File: config.mk
export PLATFORM = sky130hd
export DESIGN_NAME = smcf_ctrl
export DESIGN_NICKNAME = d
export VERILOG_FILES = /design/src/hdl/smcf_pkg.sv /design/src/hdl/smcf_ctrl.sv
export SDC_FILE = /design/constraint.sdc
export NUM_CORES = 1
export LEC_CHECK = 0
export ABC_AREA = 1
export ABC_CLOCK_PERIOD_IN_PS = 1600
export BUFFER_PORTS_ARGS = -buffer_cell sky130_fd_sc_hd__buf_4
export CORE_AREA = 5 5 42 44
export DETAILED_ROUTE_END_ITERATION = 7
export DIE_AREA = 0 0 47 49
export SLEW_MARGIN = 20
export SYNTH_ARGS = -nofsm -noshare
export SYNTH_HDL_FRONTEND = slang
export SYNTH_SLANG_ARGS = --single-unit
File: constraint.sdc
create_clock -name clk -period 1.6 [get_ports clk]
set_clock_uncertainty 0.15 [all_clocks]
set_input_delay 0.08 -clock clk [delete_from_list [all_inputs] [get_ports clk]]
set_output_delay 0.08 -clock clk [all_outputs]
set_load 0.005 [all_outputs]
File: src/hdl/smcf_pkg.sv
// shared types and constants for the shape midline crossing finder
`default_nettype none

package smcf_pkg;

	// fixed field widths
	localparam int PIX_W      = 8;
	localparam int OUT_W      = 8;
	localparam int CFG_DATA_W = 9;
	localparam int CFG_IDX_W  = 2;

	// register indexes on the configuration port
	localparam logic [CFG_IDX_W-1:0] REG_FRAME_WIDTH    = 2'd0;
	localparam logic [CFG_IDX_W-1:0] REG_FRAME_HEIGHT   = 2'd1;
	localparam logic [CFG_IDX_W-1:0] REG_DARK_THRESHOLD = 2'd2;

	// register reset values
	localparam logic [CFG_DATA_W-1:0] FRAME_WIDTH_RST    = 9'd256;
	localparam logic [CFG_DATA_W-1:0] FRAME_HEIGHT_RST   = 9'd256;
	localparam logic [PIX_W-1:0]      DARK_THRESHOLD_RST = 8'd127;

	// result kinds
	localparam logic KIND_ROW   = 1'b0;
	localparam logic KIND_FRAME = 1'b1;

	typedef struct packed {
		logic [CFG_DATA_W-1:0] frame_width;
		logic [CFG_DATA_W-1:0] frame_height;
		logic [PIX_W-1:0]      dark_threshold;
	} cfg_t;

	typedef enum logic [2:0] {
		ST_CLEAR,
		ST_RUN,
		ST_DRAIN,
		ST_WALK,
		ST_FLUSH,
		ST_REPORT
	} fsm_state_t;

	// controller to datapath
	typedef struct packed {
		logic accept;
		logic sweep;
		logic search;
		logic hit_clear;
		logic report;
	} dp_cmd_t;

	// datapath to controller
	typedef struct packed {
		logic row_end;
		logic frame_end;
		logic out_free;
		logic sweep_last;
		logic walk_busy;
	} dp_sts_t;

endpackage

`default_nettype wire

File: src/hdl/smcf_ctrl.sv
// controller: run, column walk and clearing sequence
`default_nettype none

module smcf_ctrl import smcf_pkg::*; (
	input  wire logic    clk,
	input  wire logic    arst_n,
	input  wire logic    in_valid,
	output logic         in_ready,
	input  wire dp_sts_t sts,
	output dp_cmd_t      cmd
);

	fsm_state_t state_q, state_d;

	// state register
	always_ff @(posedge clk or negedge arst_n) begin
		if (!arst_n)
			state_q <= ST_CLEAR;
		else
			state_q <= state_d;
	end

	// next state and commands
	always_comb begin
		state_d  = state_q;
		cmd      = '0;
		in_ready = 1'b0;
		case (state_q)
			ST_CLEAR: begin
				cmd.sweep = 1'b1;
				if (sts.sweep_last)
					state_d = ST_RUN;
			end
			ST_RUN: begin
				// a row end needs room in the result register
				in_ready   = !sts.row_end || sts.out_free;
				cmd.accept = in_valid && in_ready;
				if (cmd.accept && sts.frame_end)
					state_d = ST_DRAIN;
			end
			ST_DRAIN: begin
				// last pixel lands in the column stores
				cmd.hit_clear = 1'b1;
				state_d       = ST_WALK;
			end
			ST_WALK: begin
				cmd.sweep  = 1'b1;
				cmd.search = 1'b1;
				if (sts.sweep_last)
					state_d = ST_FLUSH;
			end
			ST_FLUSH: begin
				if (!sts.walk_busy)
					state_d = ST_REPORT;
			end
			ST_REPORT: begin
				if (sts.out_free) begin
					cmd.report = 1'b1;
					state_d    = ST_RUN;
				end
			end
			default: begin
				state_d = ST_CLEAR;
			end
		endcase
	end

`ifndef SYNTH
	a_row_slot_free: assert property (@(posedge clk) disable iff (!arst_n)
		(cmd.accept && sts.row_end) |-> sts.out_free)
		else $error("row result would overwrite a pending result");

	a_frame_end_stops_input: assert property (@(posedge clk) disable iff (!arst_n)
		(cmd.accept && sts.frame_end) |=> (state_q == ST_DRAIN && !in_ready))
		else $error("input not stopped after frame end");

	a_report_after_walk: assert property (@(posedge clk) disable iff (!arst_n)
		cmd.report |-> (sts.out_free && !sts.walk_busy))
		else $error("crossing reported before walk finished");

	a_flush_to_report: assert property (@(posedge clk) disable iff (!arst_n)
		(state_q == ST_FLUSH && !sts.walk_busy) |=> state_q == ST_REPORT)
		else $error("flush did not move on to report");
`endif

endmodule

`default_nettype wire

**Yosys cells after proc, flatten, opt, wreduce, memory -nomap -nowiden**

Cells that the tools add are included.

- Bits in registers: 3
- Output and inout port bits: 6
- Input port bits: 8

- Multiplexer cells: 13
- Reduce and logical (&&, ||, !) cells: 7
- Equal/unequal tests: 10

Operator list:

| kind | count |
|---|---|
| case mux 3 bit (6 select lines) | 1 |
| two-way mux 3 bit | 5 |
| inequality test 2 bit, second input constant | 5 |
| two-way mux 1 bit | 7 |
| == test 3 x 2 -> 1 bit, second input constant | 2 |
| == test 3 bit, second input constant | 2 |
| AND reduction 5 bit | 1 |
| == test 3 x 1 -> 1 bit, second input constant | 1 |
| logical NOT 3 bit | 1 |
| logical AND 1 bit | 2 |
| OR reduction 2 bit | 1 |
| logical NOT 1 bit | 1 |
| logical OR 1 bit | 1 |

**Logic depth before layout (Yosys ltp)**

Gate-level depths: netlist of run 1.

- Depth in word-level cells: 6
- Gate-level depth with buffers: 8
- Gate-level depth less buffers: 7

**Least setup slack after synthesis of run 1**

No wires, ideal clock.

- Path type: register -> register
- Start: reg state_q[2]
- End: reg state_q[0]
- Setup slack: 0.409 ns
- Cell stages (with the launch flop): 8
- Required time: 1.333 ns
- Arrival time: 0.924 ns
- Clock period less this slack: 1.191 ns
- Buffers on the path: 1
- Path through: dfrtp_1 > buf_6 > inv_2 > nand3_1 > nand2_2 > nand2_4 > nand4_1 > nand2_1

- Cells in the longest elaborated chain, start to end: 3

Ends and longest elaborated chain:

| element | line | RTL |
|---|---|---|
| from (decl) | smcf_ctrl.sv:13 | `fsm_state_t state_q, state_d;` |
| from (signal assigned) | smcf_ctrl.sv:20 | `state_q <= state_d;` |
| == test 3 x 1 -> 1 bit, or another cell as far along | smcf_ctrl.sv:28 | `case (state_q)` |
| inequality test 2 bit (no line) | -- |  |
| AND reduction 5 bit (no line) | -- |  |

Parallel ways exist; a longest one is shown, timed or not.
A chain may end at the register's enable or synchronous reset.

**Worst setup path after layout of run 1**

- Start: reg state_q[1]
- End: out in_ready

- Cells in the longest elaborated chain, start to end: 2

Ends and longest elaborated chain:

| element | line | RTL |
|---|---|---|
| == test 3 x 1 -> 1 bit | smcf_ctrl.sv:28 |  |
| two-way mux 1 bit | smcf_ctrl.sv:28 |  |
| to (decl) | smcf_ctrl.sv:8 | `output logic in_ready,` |

Every way passes these cells.

==> results of run 1 <==
-- per-layer routing --
| metal | global-route usage, % | share of wire (%) | vias to the layer above |
|---|---|---|---|
| met5 | 0 | 0 | - |
| met4 | 4.15 | 0 | 0 |
| met3 | 4.43 | 10 | 0 |
| met2 | 9.50 | 42 | 10 |
| met1 | 8.79 | 48 | 132 |
| li1 | - | - | 178 |
-- worst paths after layout --
check | from | end | slack [ns] | cells past startpoint
setup / recovery | state_q[1]$_DFFE_PN0P_ | in_ready | 0.18 | 6
setup reg to reg | state_q[2]$_DFFE_PN0P_ | state_q[0]$_DFFE_PN0P_ | 0.32 | 7
hold / removal | arst_n | state_q[0]$_DFFE_PN0P_ | 0.03 | 2
max in group asynchronous | arst_n | state_q[2]$_DFFE_PN0P_ | 1.18 | 2
hold reg to reg | state_q[0]$_DFFE_PN0P_ | state_q[0]$_DFFE_PN0P_ | 0.43 | 2
min in group clk | sts[2] | state_q[2]$_DFFE_PN0P_ | 0.09 | 4
-- power groups by stage --
stage                     sequential (mW)  combinational (mW)  clock [mW]
after global placement              0.176               0.472           0
after floorplan                     0.146               0.364           0
final                               0.176               0.466       0.128
after detailed placement            0.178               0.468           0
after global routing                0.185               0.543       0.151
after CTS                           0.177               0.474       0.135
-- cell type report --
type | count | area [um^2]
tap | 16 | 20.0
sequential | 3 | 75.1
clock buffer | 4 | 26.3
inverter | 8 | 30.0
timing repair buffer | 15 | 118
multi-input combinational | 34 | 179
fill | 167 | 953
-- per-stage QoR --
step | power [mW] | instances
floorplan | 0.511 | 46
global placement | 0.648 | 74
detailed placement | 0.646 | 74
CTS | 0.786 | 80
global route | 0.880 | 80
finish | 0.770 | 80
-- worst max-delay path: cells and delay by family (launching register included) --
kind	cells	cell delay [ns]
flip-flops	1	0.40
buffers and inverters	3	0.26
AO/OA/AOI/OAI	1	0.11
AND/OR/NAND/NOR	2	0.19
-- cells by family (layout without fill, tap and decap cells) --
family,Yosys count,after routing
AND/OR/NAND/NOR,31,31
AO/OA/AOI/OAI,3,3
flip-flops,3,3
buffers and inverters,9,27
-- placed cells by master, fill, tap and decap left out, types with 2 or more instances in the layout --
cell	instances
buf_4	13
nand2_1	12
inv_1	6
nor2_1	4
nand3_1	3
nand2_2	3
nor2_2	3
nand4_1	3
clkbuf_4	3
dfrtp_1	3
inv_2	2
a21oi_1	2
dlygate4sd3_1	2
-- repair_timing --
action	in CTS	in global routing
setup buffers	0	0
hold buffers	2	0
hold endpoints to repair	4	0
==> metrics, run 1 <==
Finished Cell Area roughly 450 um^2; vias in the first global route just over 300; clock buffer depth 2; worst path cell trace inv_2 -> nand2_1 -> nor2_2 -> inv_1 -> a21oi_1 -> buf_4; Synth Area in Adders 0%; Cells after Synth between 40 and 50; EDFF count, synth 0; WL per Instance 8.03 um; Crit Path Max Fanout 4; ant diodes 0; status completed; DIE WIDTH about 47 um; CP arrival around 1.2 ns; first-pass GRT wire length between 1000 and 1500 um; Initial Util approximately a fifth; Setup Viol. Count Final 0; final hold slack about 0.027 ns; Synth Area in Simple Gates between 50% and 60%; min-delay worst type input port to asynchronous set/reset pin; Clk pin slew, worst setup/hold paths approximately 0.04 ns; Final Hold Vio Count 0; Slew HR between 80% and 90%; Worst Setup Slack, final ~0.18 ns; row cnt 14; DRC 0; dominant cell by count in the synthesized netlist nand2_1; Clock Latency Late Sink roughly 0.23 ns; Largest regs state_q (3); total core area ~1400 um^2; root buffer cell clkbuf_4; clock sink count 3; startpoint types flip-flop; GPL Wtd Cong roughly 0.75; Pint approximately 420 uW; Max Transition Viols Final 0; Switch Pwr around 350 uW; Post-Syn Area a little under 300 um^2; async set or reset register ratio after synthesis between 90% and 100%; Fmax achieved 705 MHz; Sw Ratio 44.9%; Worst path slowest cell dfrtp_1; crit-path max cell delay 0.40 ns; CP required between 1 and 1.5 ns; largest net degree at the start of global routing 9; reported max-cap violation count 0; mux contribution to synthesized area 0%; synthesis warning total 0; Routed WL 642 um; area post-placement roughly 400 um^2; Area Overhead vs Synth 51.7%; fin util between 30% and 40%; setup TNS 0 ns; Sequential Power Share 22.9%; die height 49 um; max reg flops 3; LEAKAGE between 0.2 and 0.3 nW; Worst setup EP type output pin; Comb pwr share just over 60%; PortBufs 13; pwr/cell area between 1500 and 2000 nW/um^2; clock network fraction of design power between 15 and 20%; post-synthesis xor/xnor area fraction 0%; Main synth FF type dfrtp_1; unrepaired setup endpoints after global routing no; Synth Register Bits 3; VDD IR max about 530 uV; gr usage total slightly above 7%; drt initial violations 2; drt pass-1 iters 2; NumNets Final 73; register area share after synthesis approximately 25%; Num CTS Buffers 3; I/O pin cnt 14; most common library cells after synthesis nand2_1 (12), inv_1 (6), nor2_1 (4); initial antenna violation count 0; compound-gate portion of the synthesized area 5.08%; Worst-Margin Slew ~0.28 ns; CTS tree yes; post-cts sizing count 0; full die area roughly 2300 um^2; GRT Residual Overflow 0; DR vias/cell about 4.0; area leader, netlist dfrtp_1; Post-DRT Antenna Nets 0; worst slack, placed 0.312 ns; Detail Placement HPWL about 540 um; post-synth cell types 15; final period utilization slightly below 90%; Setup Crit Path Kind flip-flop to output pin; post-layout min period between 1 and 1.5 ns; top cell type's share of synthesized area ~25%; share of cells above drive strength 1 roughly 42%; synth top area cells dfrtp_1 (25%), nand2_1 (15%), inv_1 (7.6%); H-tree depth 1; largest family of logic cells by synthesized area simple AND/OR/NAND/NOR gates; Reg with most FFs state_q; Vias 320; syn_area_per_cell around 6.4 um^2; post-synth net total 54
Power figures use the tool's default switching activity.
==> run 2: changes to the inputs <==
--- a/config.mk
+++ b/config.mk
@@ -6,7 +6,7 @@
 export NUM_CORES = 1
 export LEC_CHECK = 0
 export ABC_AREA = 1
-export ABC_CLOCK_PERIOD_IN_PS = 1600
+export ABC_CLOCK_PERIOD_IN_PS = 1850
 export BUFFER_PORTS_ARGS = -buffer_cell sky130_fd_sc_hd__buf_4
 export CORE_AREA = 5 5 42 44
 export DETAILED_ROUTE_END_ITERATION = 7
==> constraint.sdc (replaced) <==
create_clock -name clk -period 1.85 [get_ports clk]
set_clock_uncertainty 0.15 [all_clocks]
set_input_delay 0.0925 -clock clk [delete_from_list [all_inputs] [get_ports clk]]
set_output_delay 0.0925 -clock clk [all_outputs]
set_load 0.005 [all_outputs]
==> run 2 against run 1 <==
The flow now finishes with violations (hold timing). Critical endpoint unchanged. Combinational power is 14% lower. Global-route usage is 0.99 points lower. Highest routed layer unchanged. Worst hold slack worse by 0.027 ns. Via count is 3.4% higher. Non-clock buffer count is 1 lower. Sequential share of layout area is 0.38 points higher. Core utilization is 0.71 points lower.
==> metrics, run 2 (synthesis gave the netlist of run 1 again) <==
status finished with violations (was completed); failing checks hold timing; WL per Instance 8.44 um (was 8.03 um); Finished Cell Area 438 um^2 (was 448 um^2); DIE WIDTH 47 um (unchanged); post-layout min period between 1 and 1.5 ns; GPL Wtd Cong 0.772 (was 0.746); total core area 1400 um^2 (unchanged); Post-DRT Antenna Nets 0 (unchanged); root buffer cell clkbuf_4 (unchanged); Reg with most FFs state_q (unchanged); full die area 2300 um^2 (unchanged); R2R Path Start state_q[2]$_DFFE_PN0P_ (unchanged); Num CTS Buffers 3 (unchanged); VDD IR max 657 uV (was 531 uV); LEAKAGE 0.255 nW (was 0.260 nW); hold depth 4; Routed WL 667 um (was 642 um); Fmax achieved ~700 MHz; row cnt 14 (unchanged); DRC 0 (unchanged); Crit Path Max Fanout 4 (unchanged); cells on worst reg2reg path 7 (unchanged); CTS tree yes (unchanged); share of cells above drive strength 1 42.9% (was 42.2%); die height 49 um (unchanged); Slew HR 80.7% (was 81.3%); Clock Latency Late Sink 0.23 ns (about the same); busiest grt layer met2 (unchanged); drt pass-1 iters 4 (was 2); HP Start sts[1]; DR vias/cell 4.19 (was 4.00); reported max-cap violation count 0 (unchanged); min-delay worst type input port to flip-flop (was input port to asynchronous set/reset pin); vias in the first global route 292 (was 307); CP arrival 1.20 ns (was 1.19 ns); I/O pin cnt 14 (unchanged); gr usage total 6.27% (was 7.25%); first-pass GRT wire length 1060 um (was 1190 um); max reg flops 3 (unchanged); Largest regs state_q (3) (unchanged); pwr/cell area 1530 nW/um^2 (was 1720 nW/um^2); Worst-Margin Slew 0.290 ns (was 0.281 ns); final hold slack -0.0000780 ns (was 0.0272 ns); startpoint types flip-flop (unchanged); setup TNS 0 ns (unchanged); clock sink count 3 (unchanged); CP required 1.61 ns (was 1.37 ns); final period utilization approximately 78%; Initial Util 21.1% (unchanged); Setup Crit Path Kind flip-flop to output pin (unchanged); largest net degree at the start of global routing 9 (unchanged); post-route total power 671 uW (was 770 uW); GRT Residual Overflow 0 (unchanged); unrepaired setup endpoints after global routing no (unchanged); PortBufs 13 (unchanged); initial antenna violation count 0 (unchanged); Setup Viol. Count Final 0 (unchanged); NumNets Final 72 (was 73); Setup crit start state_q[1]$_DFFE_PN0P_ (unchanged); H-tree depth 1 (unchanged); Detail Placement HPWL 535 um (was 544 um); drt initial violations 5 (was 2); Area Overhead vs Synth 48.3% (was 51.7%); most frequent cells in the layout buf_4 (13), nand2_1 (12), inv_1 (6) (unchanged); met3 Track Usage GR 4.80% (was 4.43%); Clk pin slew, worst setup/hold paths 0.03 ns (was 0.04 ns); Global Route met1 Usage 7.25% (was 8.79%); commonest non-fill, non-tap cell in the layout buf_4 (unchanged); clock buffer depth 2 (unchanged); Worst setup EP type output pin (unchanged); area post-placement 402 um^2 (unchanged); Post-CTS Setup Bufs 0 (unchanged); Vias 331 (was 320); Max Transition Viols Final 0 (unchanged); fillers 161 (was 167); fin util 31.3% (was 32.0%); Final Hold Vio Count 1 (was 0); ant diodes 0 (unchanged); met2 usage 9.05% (was 9.50%)
-- run 2: final timing paths --
path	slack, ns	endpoint
worst max-delay path	0.41	in_ready
worst min-delay path	-0.00008	state_q[1]$_DFFE_PN0P_
worst max register to register	0.56	state_q[0]$_DFFE_PN0P_
worst min register to register	0.45	state_q[0]$_DFFE_PN0P_
max in group asynchronous	1.42	state_q[1]$_DFFE_PN0P_
min in group asynchronous	0.04	state_q[0]$_DFFE_PN0P_
-- run 2: routing by layer --
metal,vias to the layer above,routed length [um]
li1,178,-
met1,138,305
met2,15,272
met3,0,89
met4,0,0
met5,-,0
-- run 2: critical path: stages, from the launching register on --
cell     delay (ns)
dfrtp_1        0.41
inv_2          0.08
nand2_1        0.07
nor2_2         0.12
inv_1          0.06
a21oi_1        0.11
buf_4          0.12
-- run 2: layout make-up --
| type | count | area, um^2 | area share [%] |
|---|---|---|---|
| multi-input combinational | 34 | 179 | 40.9 |
| tap | 16 | 20.0 | 4.57 |
| inverter | 8 | 30.0 | 6.86 |
| clock buffer | 4 | 26.3 | 6.00 |
| timing repair buffer | 14 | 108 | 24.6 |
| sequential | 3 | 75.1 | 17.1 |
-- run 2: through the flow --
step / setup WS (ns) / instances
finish: 0.407 / 79
CTS: 0.396 / 79
floorplan: 0.659 / 46
global route: 0.275 / 79
global placement: 0.569 / 74
detailed placement: 0.565 / 74
-- run 2: where the power goes --
part / internal (mW) / switching (mW)
clock: 0.0807 / 0.0327
sequential: 0.0991 / 0.0571
combinational: 0.186 / 0.215
-- run 2: repair_timing --
action	CTS	global route
hold buffers	1	0
resized for setup	0	0
hold endpoints to repair	3	0
